File: src/rtl/core/assert_macros.svh
// Assertion helpers for the RTL. Each check is sampled on the rising
// clock edge and is switched off while reset is asserted.
`ifndef ASSERT_MACROS_SVH
`define ASSERT_MACROS_SVH

// Checks a property that holds in the same cycle.
`define QMM_ASSERT(lbl, prop, msg) \
  lbl: assert property (@(posedge clk) disable iff (!rst_n) (prop)) else $error(msg);

// Checks that a condition in one cycle leads to another in the next cycle.
`define QMM_ASSERT_NEXT(lbl, pre, post, msg) \
  lbl: assert property (@(posedge clk) disable iff (!rst_n) (pre) |=> (post)) else $error(msg);

`endif

File: src/rtl/core/qmm_pkg.sv
package qmm_pkg;

  localparam int NMOT      = 4;
  localparam int WIDTH_W   = 16;
  localparam int CORR_W    = 16;
  localparam int PCT_W     = 7;
  localparam int PCT_N     = 1 << PCT_W;
  // 127 * 65535 / 100 fits in 17 bits.
  localparam int THR_W     = 17;
  // Widest mix sum is 65535 + 83229 + 3 * 32768; lowest is -3 * 32768.
  localparam int SUM_W     = 19;
  localparam int REG_IDX_W = 3;
  localparam int MOT_IDX_W = 2;

  localparam int IN_TDATA_W  = 56;
  localparam int IN_TUSER_W  = 2;
  localparam int OUT_TDATA_W = 72;

  localparam int KILL_WIDTH_DEF    = 2000;
  localparam int THROTTLE_SPAN_DEF = 2000;

  localparam logic [WIDTH_W-1:0] MIN_RESET = WIDTH_W'(2200);
  localparam logic [WIDTH_W-1:0] MAX_RESET = WIDTH_W'(4000);

  // Motor order: front-left, front-right, back-right, back-left.
  // A set bit means the correction is subtracted for that motor.
  localparam logic [NMOT-1:0] ROLL_NEG  = 4'b0110;
  localparam logic [NMOT-1:0] PITCH_NEG = 4'b0011;
  localparam logic [NMOT-1:0] YAW_NEG   = 4'b0101;

  typedef enum logic [1:0] {
    FUNC_MIX  = 2'd0,
    FUNC_RAMP = 2'd1,
    FUNC_KILL = 2'd2,
    FUNC_IDLE = 2'd3
  } func_t;

  typedef struct packed {
    func_t                     func;
    logic [THR_W-1:0]          thr;
    logic signed [CORR_W-1:0]  roll;
    logic signed [CORR_W-1:0]  pitch;
    logic signed [CORR_W-1:0]  yaw;
  } mix_cmd_t;

  typedef logic [THR_W-1:0] thr_tab_t [PCT_N];

  // Scaled throttle for every percent code, built at elaboration.
  function automatic thr_tab_t thr_table(input int unsigned span);
    thr_tab_t tab;
    for (int i = 0; i < PCT_N; i++) begin
      tab[i] = THR_W'((i * span) / 100);
    end
    return tab;
  endfunction

endpackage

File: src/rtl/core/qmm_lane.sv
module qmm_lane #(
  parameter int MOTOR      = 0,
  parameter int KILL_WIDTH = qmm_pkg::KILL_WIDTH_DEF
) (
  input  qmm_pkg::mix_cmd_t              cmd,
  input  logic [qmm_pkg::WIDTH_W-1:0]    min_width,
  input  logic [qmm_pkg::WIDTH_W-1:0]    max_width,
  input  logic [qmm_pkg::WIDTH_W-1:0]    width_cur,
  output logic [qmm_pkg::WIDTH_W-1:0]    width_nxt,
  output logic                           at_min
);
  import qmm_pkg::*;

  logic signed [SUM_W-1:0] mn_s;
  logic signed [SUM_W-1:0] mx_s;
  logic signed [SUM_W-1:0] thr_s;
  logic signed [SUM_W-1:0] roll_s;
  logic signed [SUM_W-1:0] pitch_s;
  logic signed [SUM_W-1:0] yaw_s;
  logic signed [SUM_W-1:0] sum;
  logic [WIDTH_W-1:0]      mix_width;

  always_comb begin
    mn_s    = signed'(SUM_W'(min_width));
    mx_s    = signed'(SUM_W'(max_width));
    thr_s   = signed'(SUM_W'(cmd.thr));
    roll_s  = ROLL_NEG[MOTOR]  ? -SUM_W'(cmd.roll)  : SUM_W'(cmd.roll);
    pitch_s = PITCH_NEG[MOTOR] ? -SUM_W'(cmd.pitch) : SUM_W'(cmd.pitch);
    yaw_s   = YAW_NEG[MOTOR]   ? -SUM_W'(cmd.yaw)   : SUM_W'(cmd.yaw);
    sum     = mn_s + thr_s + roll_s + pitch_s + yaw_s;

    // When the limits are crossed, the maximum wins for a sum above it, else the minimum.
    if (sum > mx_s) begin
      mix_width = max_width;
    end else if (sum < mn_s) begin
      mix_width = min_width;
    end else begin
      mix_width = sum[WIDTH_W-1:0];
    end
  end

  always_comb begin
    case (cmd.func)
      FUNC_MIX:  width_nxt = mix_width;
      FUNC_RAMP: width_nxt = (width_cur < min_width) ? width_cur + 1'b1 : width_cur;
      FUNC_KILL: width_nxt = WIDTH_W'(KILL_WIDTH);
      FUNC_IDLE: width_nxt = min_width;
      default:   width_nxt = width_cur;
    endcase
    at_min = (width_nxt >= min_width);
  end

endmodule

File: src/rtl/core/quad_motor_mixer_with_ramp.sv
// Four-motor X-frame mixer with a start-up ramp. Every input item gives
// exactly one result item with the four pulse widths and the motors_on flag
// as they stand after the item. An item passes through an input register and
// is mixed into the result register, which also updates the stored widths,
// so a new item is taken every clock cycle while the output is not stalled.
// Its result is registered in the result register and held there until
// out_tready takes it. The user must write the minimum and maximum width
// registers through the cfg port only while no item is in flight; the
// block itself does not enforce this.
module quad_motor_mixer_with_ramp #(
  parameter int KILL_WIDTH    = qmm_pkg::KILL_WIDTH_DEF,
  parameter int THROTTLE_SPAN = qmm_pkg::THROTTLE_SPAN_DEF
) (
  input  logic                               clk,
  input  logic                               rst_n,
  input  logic                               cfg_we,
  input  logic [qmm_pkg::REG_IDX_W-1:0]      cfg_index,
  input  logic [qmm_pkg::WIDTH_W-1:0]        cfg_data,
  input  logic                               in_tvalid,
  output logic                               in_tready,
  // throttle_pct, roll_corr, pitch_corr, yaw_corr
  input  logic [qmm_pkg::IN_TDATA_W-1:0]     in_tdata,
  // func
  input  logic [qmm_pkg::IN_TUSER_W-1:0]     in_tuser,
  output logic                               out_tvalid,
  input  logic                               out_tready,
  // width_front_left, width_front_right, width_back_right, width_back_left,
  // motors_on
  output logic [qmm_pkg::OUT_TDATA_W-1:0]    out_tdata
);
  import qmm_pkg::*;

  `include "assert_macros.svh"

  localparam thr_tab_t ThrTable = thr_table(THROTTLE_SPAN);

  logic [WIDTH_W-1:0]     min_r [NMOT];
  logic [WIDTH_W-1:0]     max_r [NMOT];
  logic [WIDTH_W-1:0]     width_r [NMOT];
  logic [WIDTH_W-1:0]     width_nxt [NMOT];
  logic [NMOT-1:0]        at_min;
  logic                   running_r;
  logic                   running_nxt;

  logic                   in_valid_r;
  logic [IN_TDATA_W-1:0]  in_tdata_r;
  logic [IN_TUSER_W-1:0]  in_tuser_r;
  logic                   out_valid_r;
  logic [OUT_TDATA_W-1:0] out_tdata_r;
  logic                   advance;
  mix_cmd_t               cmd;

  assign advance   = in_valid_r && (!out_valid_r || out_tready);
  assign in_tready = !in_valid_r || advance;

  always_ff @(posedge clk) begin
    if (!rst_n) begin
      in_valid_r <= 1'b0;
    end else if (in_tready) begin
      in_valid_r <= in_tvalid;
    end
  end

  always_ff @(posedge clk) begin
    if (in_tready && in_tvalid) begin
      in_tdata_r <= in_tdata;
      in_tuser_r <= in_tuser;
    end
  end

  always_comb begin
    cmd.func  = func_t'(in_tuser_r);
    cmd.thr   = ThrTable[in_tdata_r[6:0]];
    cmd.roll  = signed'(in_tdata_r[22:7]);
    cmd.pitch = signed'(in_tdata_r[38:23]);
    cmd.yaw   = signed'(in_tdata_r[54:39]);
  end

  // Index bit 2 picks the maximum bank, the low bits pick the motor.
  always_ff @(posedge clk) begin
    if (!rst_n) begin
      for (int i = 0; i < NMOT; i++) begin
        min_r[i] <= MIN_RESET;
        max_r[i] <= MAX_RESET;
      end
    end else if (cfg_we) begin
      if (cfg_index[REG_IDX_W-1]) begin
        max_r[cfg_index[MOT_IDX_W-1:0]] <= cfg_data;
      end else begin
        min_r[cfg_index[MOT_IDX_W-1:0]] <= cfg_data;
      end
    end
  end

  for (genvar m = 0; m < NMOT; m++) begin : g_lane
    qmm_lane #(
      .MOTOR      (m),
      .KILL_WIDTH (KILL_WIDTH)
    ) u_lane (
      .cmd       (cmd),
      .min_width (min_r[m]),
      .max_width (max_r[m]),
      .width_cur (width_r[m]),
      .width_nxt (width_nxt[m]),
      .at_min    (at_min[m])
    );
  end

  always_comb begin
    case (cmd.func)
      FUNC_RAMP: running_nxt = running_r || (&at_min);
      FUNC_KILL: running_nxt = 1'b0;
      default:   running_nxt = running_r;
    endcase
  end

  always_ff @(posedge clk) begin
    if (!rst_n) begin
      for (int i = 0; i < NMOT; i++) begin
        width_r[i] <= WIDTH_W'(KILL_WIDTH);
      end
      running_r <= 1'b0;
    end else if (advance) begin
      for (int i = 0; i < NMOT; i++) begin
        width_r[i] <= width_nxt[i];
      end
      running_r <= running_nxt;
    end
  end

  always_ff @(posedge clk) begin
    if (!rst_n) begin
      out_valid_r <= 1'b0;
    end else if (advance) begin
      out_valid_r <= 1'b1;
    end else if (out_tready) begin
      out_valid_r <= 1'b0;
    end
  end

  always_ff @(posedge clk) begin
    if (advance) begin
      out_tdata_r <= {7'b0, running_nxt, width_nxt[3], width_nxt[2],
                      width_nxt[1], width_nxt[0]};
    end
  end

  assign out_tvalid = out_valid_r;
  assign out_tdata  = out_tdata_r;

  `QMM_ASSERT_NEXT(a_kill_clears, advance && (cmd.func == FUNC_KILL), !running_r, "kill left motors_on set")
  `QMM_ASSERT_NEXT(a_idle_min, advance && (cmd.func == FUNC_IDLE), width_r[0] == $past(min_r[0]), "idle width differs from minimum")
  `QMM_ASSERT(a_run_rise, $rose(running_r) |-> $past(advance && (cmd.func == FUNC_RAMP)), "motors_on set without a ramp item")
  `QMM_ASSERT_NEXT(a_mix_floor, advance && (cmd.func == FUNC_MIX) && (min_r[1] <= max_r[1]), (width_r[1] >= $past(min_r[1])) && (width_r[1] <= $past(max_r[1])), "mixed width outside its limits")
  `QMM_ASSERT_NEXT(a_result_match, advance, out_valid_r && (out_tdata_r[15:0] == width_r[0]) && (out_tdata_r[64] == running_r), "result does not match stored state")

endmodule
File: config.mk
export PLATFORM = sky130hd
export DESIGN_NAME = quad_motor_mixer_with_ramp
export DESIGN_NICKNAME = d
export VERILOG_FILES = /design/src/rtl/core/qmm_pkg.sv /design/src/rtl/core/qmm_lane.sv /design/src/rtl/core/quad_motor_mixer_with_ramp.sv
export VERILOG_INCLUDE_DIRS = /design/src /design/src/rtl/core
export SDC_FILE = /design/constraint.sdc
export NUM_CORES = 1
export LEC_CHECK = 0
export CORE_ASPECT_RATIO = 0.6
export CORE_MARGIN = 1.5
export CORE_UTILIZATION = 45
export DETAILED_ROUTE_END_ITERATION = 10
export DONT_BUFFER_PORTS = 1
export GPL_ROUTABILITY_DRIVEN = 0
export PLACE_DENSITY = 0.63
export SLEW_MARGIN = 10
export SYNTH_ARGS = -nofsm -noshare
export SYNTH_HDL_FRONTEND = slang
export SYNTH_SLANG_ARGS = --single-unit
export TNS_END_PERCENT = 5
File: constraint.sdc
create_clock -name clk -period 9.6 [get_ports clk]
set_clock_uncertainty 0.05 [all_clocks]
set_input_delay 1.44 -clock clk [delete_from_list [all_inputs] [get_ports clk]]
set_output_delay 1.44 -clock clk [all_outputs]
set_load 0.01 [all_outputs]
* Word level (Yosys, flattened, before mapping)
Memories as Yosys holds them, arrays and structs flattened.
Index checks and enable logic that the tools add are counted.
** Storage, ports and cells
- Register bits :: 125
- Bits in read-only memories :: 2176
- Output and inout bits :: 74
- Memories kept :: 4
- Bits in writable memories :: 192
- Input port bits :: 82
- Logic and storage cells :: 113
** Memory list
- (name not given) :: depth 128, width 17, rd ports 1, clocked after memory_dff 0, write ports 0, line quad_motor_mixer_with_ramp.sv:73 : cmd.thr = ThrTable[in_tdata_r[6:0]];
- max_r :: depth 4, width 16, rd ports 4, clocked after memory_dff 0, write ports 4, line quad_motor_mixer_with_ramp.sv:38 : logic [WIDTH_W-1:0] max_r [NMOT];
- min_r :: depth 4, width 16, rd ports 4, clocked after memory_dff 0, write ports 4, line quad_motor_mixer_with_ramp.sv:37 : logic [WIDTH_W-1:0] min_r [NMOT];
- width_r :: depth 4, width 16, rd ports 4, clocked after memory_dff 0, write ports 4, line quad_motor_mixer_with_ramp.sv:39 : logic [WIDTH_W-1:0] width_r [NMOT];
** Operators by class
- Magnitude comparators :: 17
- Equal/unequal tests :: 3
- Reduce and logical (&&, ||, !) cells :: 12
- Muxes and demuxes :: 43
- Add/sub/neg operators :: 23
- Bitwise gates (word level) :: 5
** Operators with widths (number)
- 16-bit 2-to-1 mux :: 18
- 16-bit one-hot mux with 4 select lines :: 4
- 19-bit by 16-bit adder with 19-bit output :: 6
- 19-bit adder :: 6
- 19-bit by 17-bit greater-than comparator with 1-bit output :: 4
- 19-bit by 17-bit < comparator with 1-bit output :: 4
- 16-bit by 17-bit adder with 18-bit output :: 4
- 16-bit by 1-bit adder with 16-bit output, second input constant :: 4
- 16-bit greater-or-equal comparator :: 4
- 16-bit < comparator :: 4
- 16-bit negator with 19-bit output :: 3
- 17-bit 2-to-1 mux :: 2
- 16-bit OR reduction :: 2
- 1-bit 2-to-1 mux :: 16
- 8-bit greater-or-equal comparator, second input constant :: 1
- 7-bit inverter with 8-bit output :: 1
- 2-bit equality test, second input constant :: 2
- 2-bit 2-to-1 mux :: 2
- 1-bit OR :: 4
- 4-bit AND reduction :: 1
- 1-bit logical OR :: 3
- 2-bit by 1-bit equality test with 1-bit output, second input constant :: 1
- 1-bit logical AND :: 2
- 1-bit zero test :: 2
- 3 further kinds :: 3

* Logic depth before layout (Yosys ltp)
- Depth after elaboration :: 16
- Depth in mapped cells :: 51
- Depth with buffers taken out :: 48

* Hierarchy
A second synthesis with hierarchy kept.
** Second synthesis, totals
- Cells, all modules :: 3107
- Area total of the unflattened synthesis :: 30564.3 sq um
** Modules (own cells, without submodules)
- quad_motor_mixer_with_ramp :: seq. area each 9489.1 sq um, area an instance 11243.3 sq um, cells each 659, times used 1
- qmm_lane (g_lane[1].u_lane) :: seq. area each 0.0 sq um, area an instance 4919.7 sq um, cells each 623, times used 1
- qmm_lane (g_lane[2].u_lane) :: seq. area each 0.0 sq um, area an instance 4885.9 sq um, cells each 637, times used 1
- qmm_lane (g_lane[0].u_lane) :: seq. area each 0.0 sq um, area an instance 4877.2 sq um, cells each 630, times used 1
- qmm_lane (g_lane[3].u_lane) :: seq. area each 0.0 sq um, area an instance 4638.2 sq um, cells each 558, times used 1

* Worst setup path after synthesis
Ideal clock, no wire load.
- Kind :: register -> register
- Start :: register in_tdata_r[1]
- End :: register out_tdata_r[64] (netlist: out_tdata[64]), data pin
- Required time :: 9293 ps
- Clock period less this slack :: 9462 ps
- Path buffers :: 1
- Path slack :: 138 ps
- Setup time :: 257 ps
- Stages on the path, launching flop included :: 44
- Arrival time :: 9156 ps
- Path through :: edfxtp_1 -> inv_1 -> ha_1 -> mux2i_1 -> xnor2_1 -> ha_1 -> a21oi_1 -> o21ai_0 -> a21oi_1 -> o21ai_0 -> a21o_1 -> a21o_1 -> a21o_1 -> a21o_1 -> xnor2_1 -> fa_1 -> fa_1 -> inv_1 -> [... 8 more ...] -> nand2_1 -> a2111oi_0 -> a21oi_1 -> or4_1 -> buf_2 -> nor2_1 -> a2bb2oi_1 -> o221ai_2 -> ha_1 -> nand2b_1 -> a21o_1 -> a21o_1 -> a21o_1 -> a21oi_1 -> o21ai_0 -> a31oi_1 -> o21ai_0 -> a32o_1
** On the way
- Word-level cells in the longest chain between the ends :: 16
- Elaborated cells on any way between the ends :: 47
- Those cells by class :: add/sub (16); order compare (12); mux (15); bitwise (1); reduce/logical (2); memory (1)
** Ends and longest elaborated chain
- start: declaration :: line quad_motor_mixer_with_ramp.sv:46 : logic [IN_TDATA_W-1:0] in_tdata_r;
- start signal: assignment :: line quad_motor_mixer_with_ramp.sv:66 : in_tdata_r <= in_tdata;
- 7-bit inverter with 8-bit output (implied by the code) (*) :: line quad_motor_mixer_with_ramp.sv:73
- memory read 128 x 17 bit (*)
- 17-bit 2-to-1 mux (implied by the code) (*) (2 in series) :: line quad_motor_mixer_with_ramp.sv:73
- 16-bit by 17-bit adder with 18-bit output :: line qmm_lane.sv:30 : sum = mn_s + thr_s + roll_s + pitch_s + yaw_s;
- 19-bit by 16-bit adder with 19-bit output / 19-bit adder (equally long branches) :: line qmm_lane.sv:30
- 19-bit adder / 19-bit by 16-bit adder with 19-bit output (equally long branches) (2 in series) :: line qmm_lane.sv:30
- 19-bit by 17-bit < comparator with 1-bit output :: line qmm_lane.sv:35 : end else if (sum < mn_s) begin
- 16-bit 2-to-1 mux :: line qmm_lane.sv:35
- 16-bit 2-to-1 mux :: line qmm_lane.sv:33 : if (sum > mx_s) begin
- 16-bit one-hot mux with 4 select lines :: line qmm_lane.sv:43 : case (cmd.func)
- 16-bit greater-or-equal comparator :: line qmm_lane.sv:50 : at_min = (width_nxt >= min_width);
- 4-bit AND reduction (*) :: line quad_motor_mixer_with_ramp.sv:111 : FUNC_RAMP: running_nxt = running_r || (&at_min);
- 1-bit logical OR (*) :: line quad_motor_mixer_with_ramp.sv:111
- 1-bit one-hot mux with 2 select lines (*) :: line quad_motor_mixer_with_ramp.sv:110 : case (cmd.func)
- named net running_nxt :: line quad_motor_mixer_with_ramp.sv:43 : logic running_nxt;
- end signal: assignment :: line quad_motor_mixer_with_ramp.sv:143 : out_tdata_r <= {7'b0, running_nxt, width_nxt[3], width_nxt[2],
- end: declaration :: line quad_motor_mixer_with_ramp.sv:49 : logic [OUT_TDATA_W-1:0] out_tdata_r;
The timed path passes the listed nets; every way through them passes the cells marked *. The select of a mux whose other input is x is not followed.
A chain may end at the register's enable or synchronous reset.

* Final worst setup path
- Start :: register in_tdata_r[3]
- End :: register out_tdata_r[64] (netlist: out_tdata[64]), data pin
** On the way
- Word-level cells in the longest chain between the ends :: 16
- Elaborated cells on any way between the ends :: 47
- Those cells by class :: add/sub (16); order compare (12); mux (15); bitwise (1); reduce/logical (2); memory (1)
** Ends and longest elaborated chain
- 7-bit inverter with 8-bit output (implied by the code) (*) :: line quad_motor_mixer_with_ramp.sv:73
- memory read 128 x 17 bit (*)
- 17-bit 2-to-1 mux (implied by the code) (*) (2 in series) :: line quad_motor_mixer_with_ramp.sv:73
- 16-bit by 17-bit adder with 18-bit output (*) :: line qmm_lane.sv:30
- 19-bit adder (*) (2 in series) :: line qmm_lane.sv:30
- 19-bit by 16-bit adder with 19-bit output (*) :: line qmm_lane.sv:30
- 19-bit by 17-bit < comparator with 1-bit output :: line qmm_lane.sv:35
- 16-bit 2-to-1 mux :: line qmm_lane.sv:35
- 16-bit 2-to-1 mux (*) :: line qmm_lane.sv:33
- 16-bit one-hot mux with 4 select lines (*) :: line qmm_lane.sv:43
- named net g_lane[1].u_lane.width_nxt (one bit) :: line qmm_lane.sv:9 : output logic [qmm_pkg::WIDTH_W-1:0] width_nxt,
- 16-bit greater-or-equal comparator (*) :: line qmm_lane.sv:50
- 4-bit AND reduction (*) :: line quad_motor_mixer_with_ramp.sv:111
- 1-bit logical OR (*) :: line quad_motor_mixer_with_ramp.sv:111
- 1-bit one-hot mux with 2 select lines (*) :: line quad_motor_mixer_with_ramp.sv:110
- named net running_nxt :: line quad_motor_mixer_with_ramp.sv:43
Marked as above.

==> metrics <==
status finished clean; FF+latch area about 9500 um2; layout cells sized above 1 about 20%; TritonCTS Buffers 36; CP max FO 4; DP Area approximately 34,000 um2; Vias 27,200; Nets 4,072; Core ar. 66,700 um2; flop-to-flop setup slack 0.15 ns; slowest cell on the critical path fa_1; CTS tree built; Starting Density a little under half; R2R Path Start in_tdata_r[3]; root buffer cell clkbuf_16; Post-Layout Cell Count approximately 4,400; endpoint class of the critical path register; MaxCap Viol Count 0; Setup violations, final 0; crit start category register; Final Hold Violating Endpoints 0; initial antenna violation count 10; pin count of the biggest net entering global routing between 60 and 70; Slew HR 15.1%; Distinct cells, synth 90; Fmax 0.106 GHz; Tmin final 9.45 ns; drt pass-1 iters 6; Setup crit end out_tdata[64]; Synth Area per Inst 9.70 um2; Critical Path RT 9.91 ns; Cells after DPL 4,272; Fillers 5,706; multi-input logic area about 21,000 um2; Vias/cell 6.16; # DRC 0; clock net sink count about 320; Final period util roughly 100%; Cell Pwr Density 346 nW/um2; Std-Cell Rows 73; All-Layer GR Usage 30.4%; clock-pin slew on the worst setup and hold paths 0.08 ns; Die Width 339 um; Post-synth top flop edfxtp_1; total power ~13 mW; R2R depth 44; Area growth syn-to-layout 20.5%; crit path kind reg2reg; most frequent cells in the layout 381 x inv_1, 347 x ha_1, 341 x buf_4, 314 x edfxtp_1, 160 x a21oi_1; first-pass GRT wire length 159,000 um; number of global-route vias before repair 25,800; post-layout util ~55%; Post-Syn Area roughly 31,000 um2; Die ar. just under 70,000 um2; Seq cells post-synth 317; post-route ant nets 0; CP peak stage delay 0.54 ns; Detailed Place HPWL 86,400 um; Hold WC Path Type reg2reg; Final Max Slew Viols 0; CP dominant cell by count a21o_1; Post-synth EDFFs 314; I/O Buffers 0; gr ovfl total 0; Final Cell Area 36,800 um2; Arr. time, crit path 9.76 ns; die height between 200 and 250 um; # H-tree levels 2; register area share after synthesis 31.1%; most common cell after layout, fill and taps aside inv_1; Leak Pwr about 16 nW; WL final 110,000 um; VDD IR-drop max around 0.2 mV; Async SR Flop Fraction 0%; gate count after technology mapping 3,145; Hold WS 0.451 ns; Syn. warnings 0; reg2reg end out_tdata[64]; Worst-Margin Slew 1.27 ns; Routed WL per cell 24.8 um; Top Ports approximately 160; initial drt markers about 3,600; clock latency on the worst-skew pair 0.61 ns; CP Launch Point in_tdata_r[3]; worst-case clock buffer depth 3
-- repair_timing --
| item | in CTS | in global routing |
|---|---|---|
| setup buffers | 13 | 47 |
| gates resized for setup | 66 | 233 |
| pin swaps | 23 | 136 |
| hold buffers | 0 | 0 |
| setup endpoints to repair | 2 | 2 |
-- where the power goes --
part	switching, mW	internal, mW
clock	0.667	0.799
sequential	0.145	1.67
combinational	5.09	4.37
total	5.90	6.84
-- how the worst min path moves through the flow --
stage / from / end / slack [ns] / cells after the start
final: running_r / running_r / 0.45 / 2
after floorplan: running_r / running_r / 0.40 / 2
after global placement: running_r / running_r / 0.41 / 2
after global routing: running_r / running_r / 0.51 / 2
after CTS: running_r / running_r / 0.44 / 2
after detailed placement: running_r / running_r / 0.43 / 2
-- kinds of logic (layout without fill, tap and decap cells) --
kind of cell | Yosys count | count (layout) | synth area share, %
AO/OA/AOI/OAI | 772 | 772 | 16.5
XOR/XNOR | 204 | 204 | 5.93
other | 1 | 22 | 0.0123
multiplexers | 41 | 41 | 1.41
flip-flops | 317 | 317 | 31.1
AND/OR/NAND/NOR | 817 | 817 | 14.2
buffers and inverters | 471 | 816 | 5.96
adder cells (fa/ha/maj) | 522 | 522 | 24.9
-- cell type report --
class	count	area share, %
multi-input combinational	2363	56.1
sequential	317	25.8
timing repair buffer	361	7.65
inverter	389	3.97
tap	900	3.06
clock buffer	41	2.64
clock inverter	25	0.633
antenna	15	0.102
-- metal layers --
metal  up-vias  part of all wire [%]  track usage [%]
met5         -                  0.12                0
met4         4                   3.9             11.1
met3       297                    12             8.22
met2      1627                    41             44.5
met1     13200                    43             42.8
li1      12000                     -                -
-- registers in the layout, summed over array words and instances, names as in the netlist --
name and count:
max_r 64, in_valid_r 1, out_tdata 65, out_tvalid 1, running_r 1, min_r 64, width_r 64, in_tdata_r 55
in_tuser_r 2
-- Yosys cell counts, types with 6 or more instances --
master	count	area [um2]
xor2_1	52	455
o211a_1	8	80.1
and3_1	34	213
o22ai_1	7	43.8
nor4_1	31	194
inv_1	387	1450
clkbuf_1	58	218
buf_4	8	60.1
mux2i_1	25	250
a21boi_0	9	67.6
a21o_1	91	683
nand2b_1	54	338
mux2_2	15	169
a221oi_1	30	263
nor3b_1	7	52.6
nor3_1	61	305
xnor2_1	150	1310
nor2b_1	33	206
and2_1	114	713
buf_2	9	45.0
o31a_1	7	61.3
o2111ai_1	6	52.6
o31ai_1	12	90.1
ha_1	381	4770
o211ai_1	29	218
o21ai_0	173	866
nand2_1	157	589
and4_1	7	61.3
fa_1	141	2820
o21a_1	27	203
a211o_1	7	61.3
a211oi_1	47	353
nand4_1	39	244
o21bai_1	8	60.1
edfxtp_1	314	9430
or2_2	13	81.3
a21oi_1	208	1040
nor2_1	146	548
a31oi_1	27	169
or3_1	35	219
a22oi_1	6	45.0
a2111oi_0	10	87.6
nand3_1	61	305
-- critical path, delay by kind of cell (launching register included) --
kind / cells / cell delay (ns)
compound gates: 21 / 3.53
buf+inv: 8 / 1.09
xor+xnor: 2 / 0.40
fa+ha+maj: 6 / 2.05
flops: 1 / 0.50
simple gates: 5 / 1.09
mux: 2 / 0.48
-- stage by stage --
stage | worst slack (ns) | setup TNS (ns)
final | 0.148 | 0
after global routing | -0.190 | -0.322
after CTS | 0.00715 | 0
after detailed placement | -0.686 | -1.18
after global placement | -0.445 | -0.685
after floorplan | 0.138 | 0
Power figures use the tool's default switching activity.
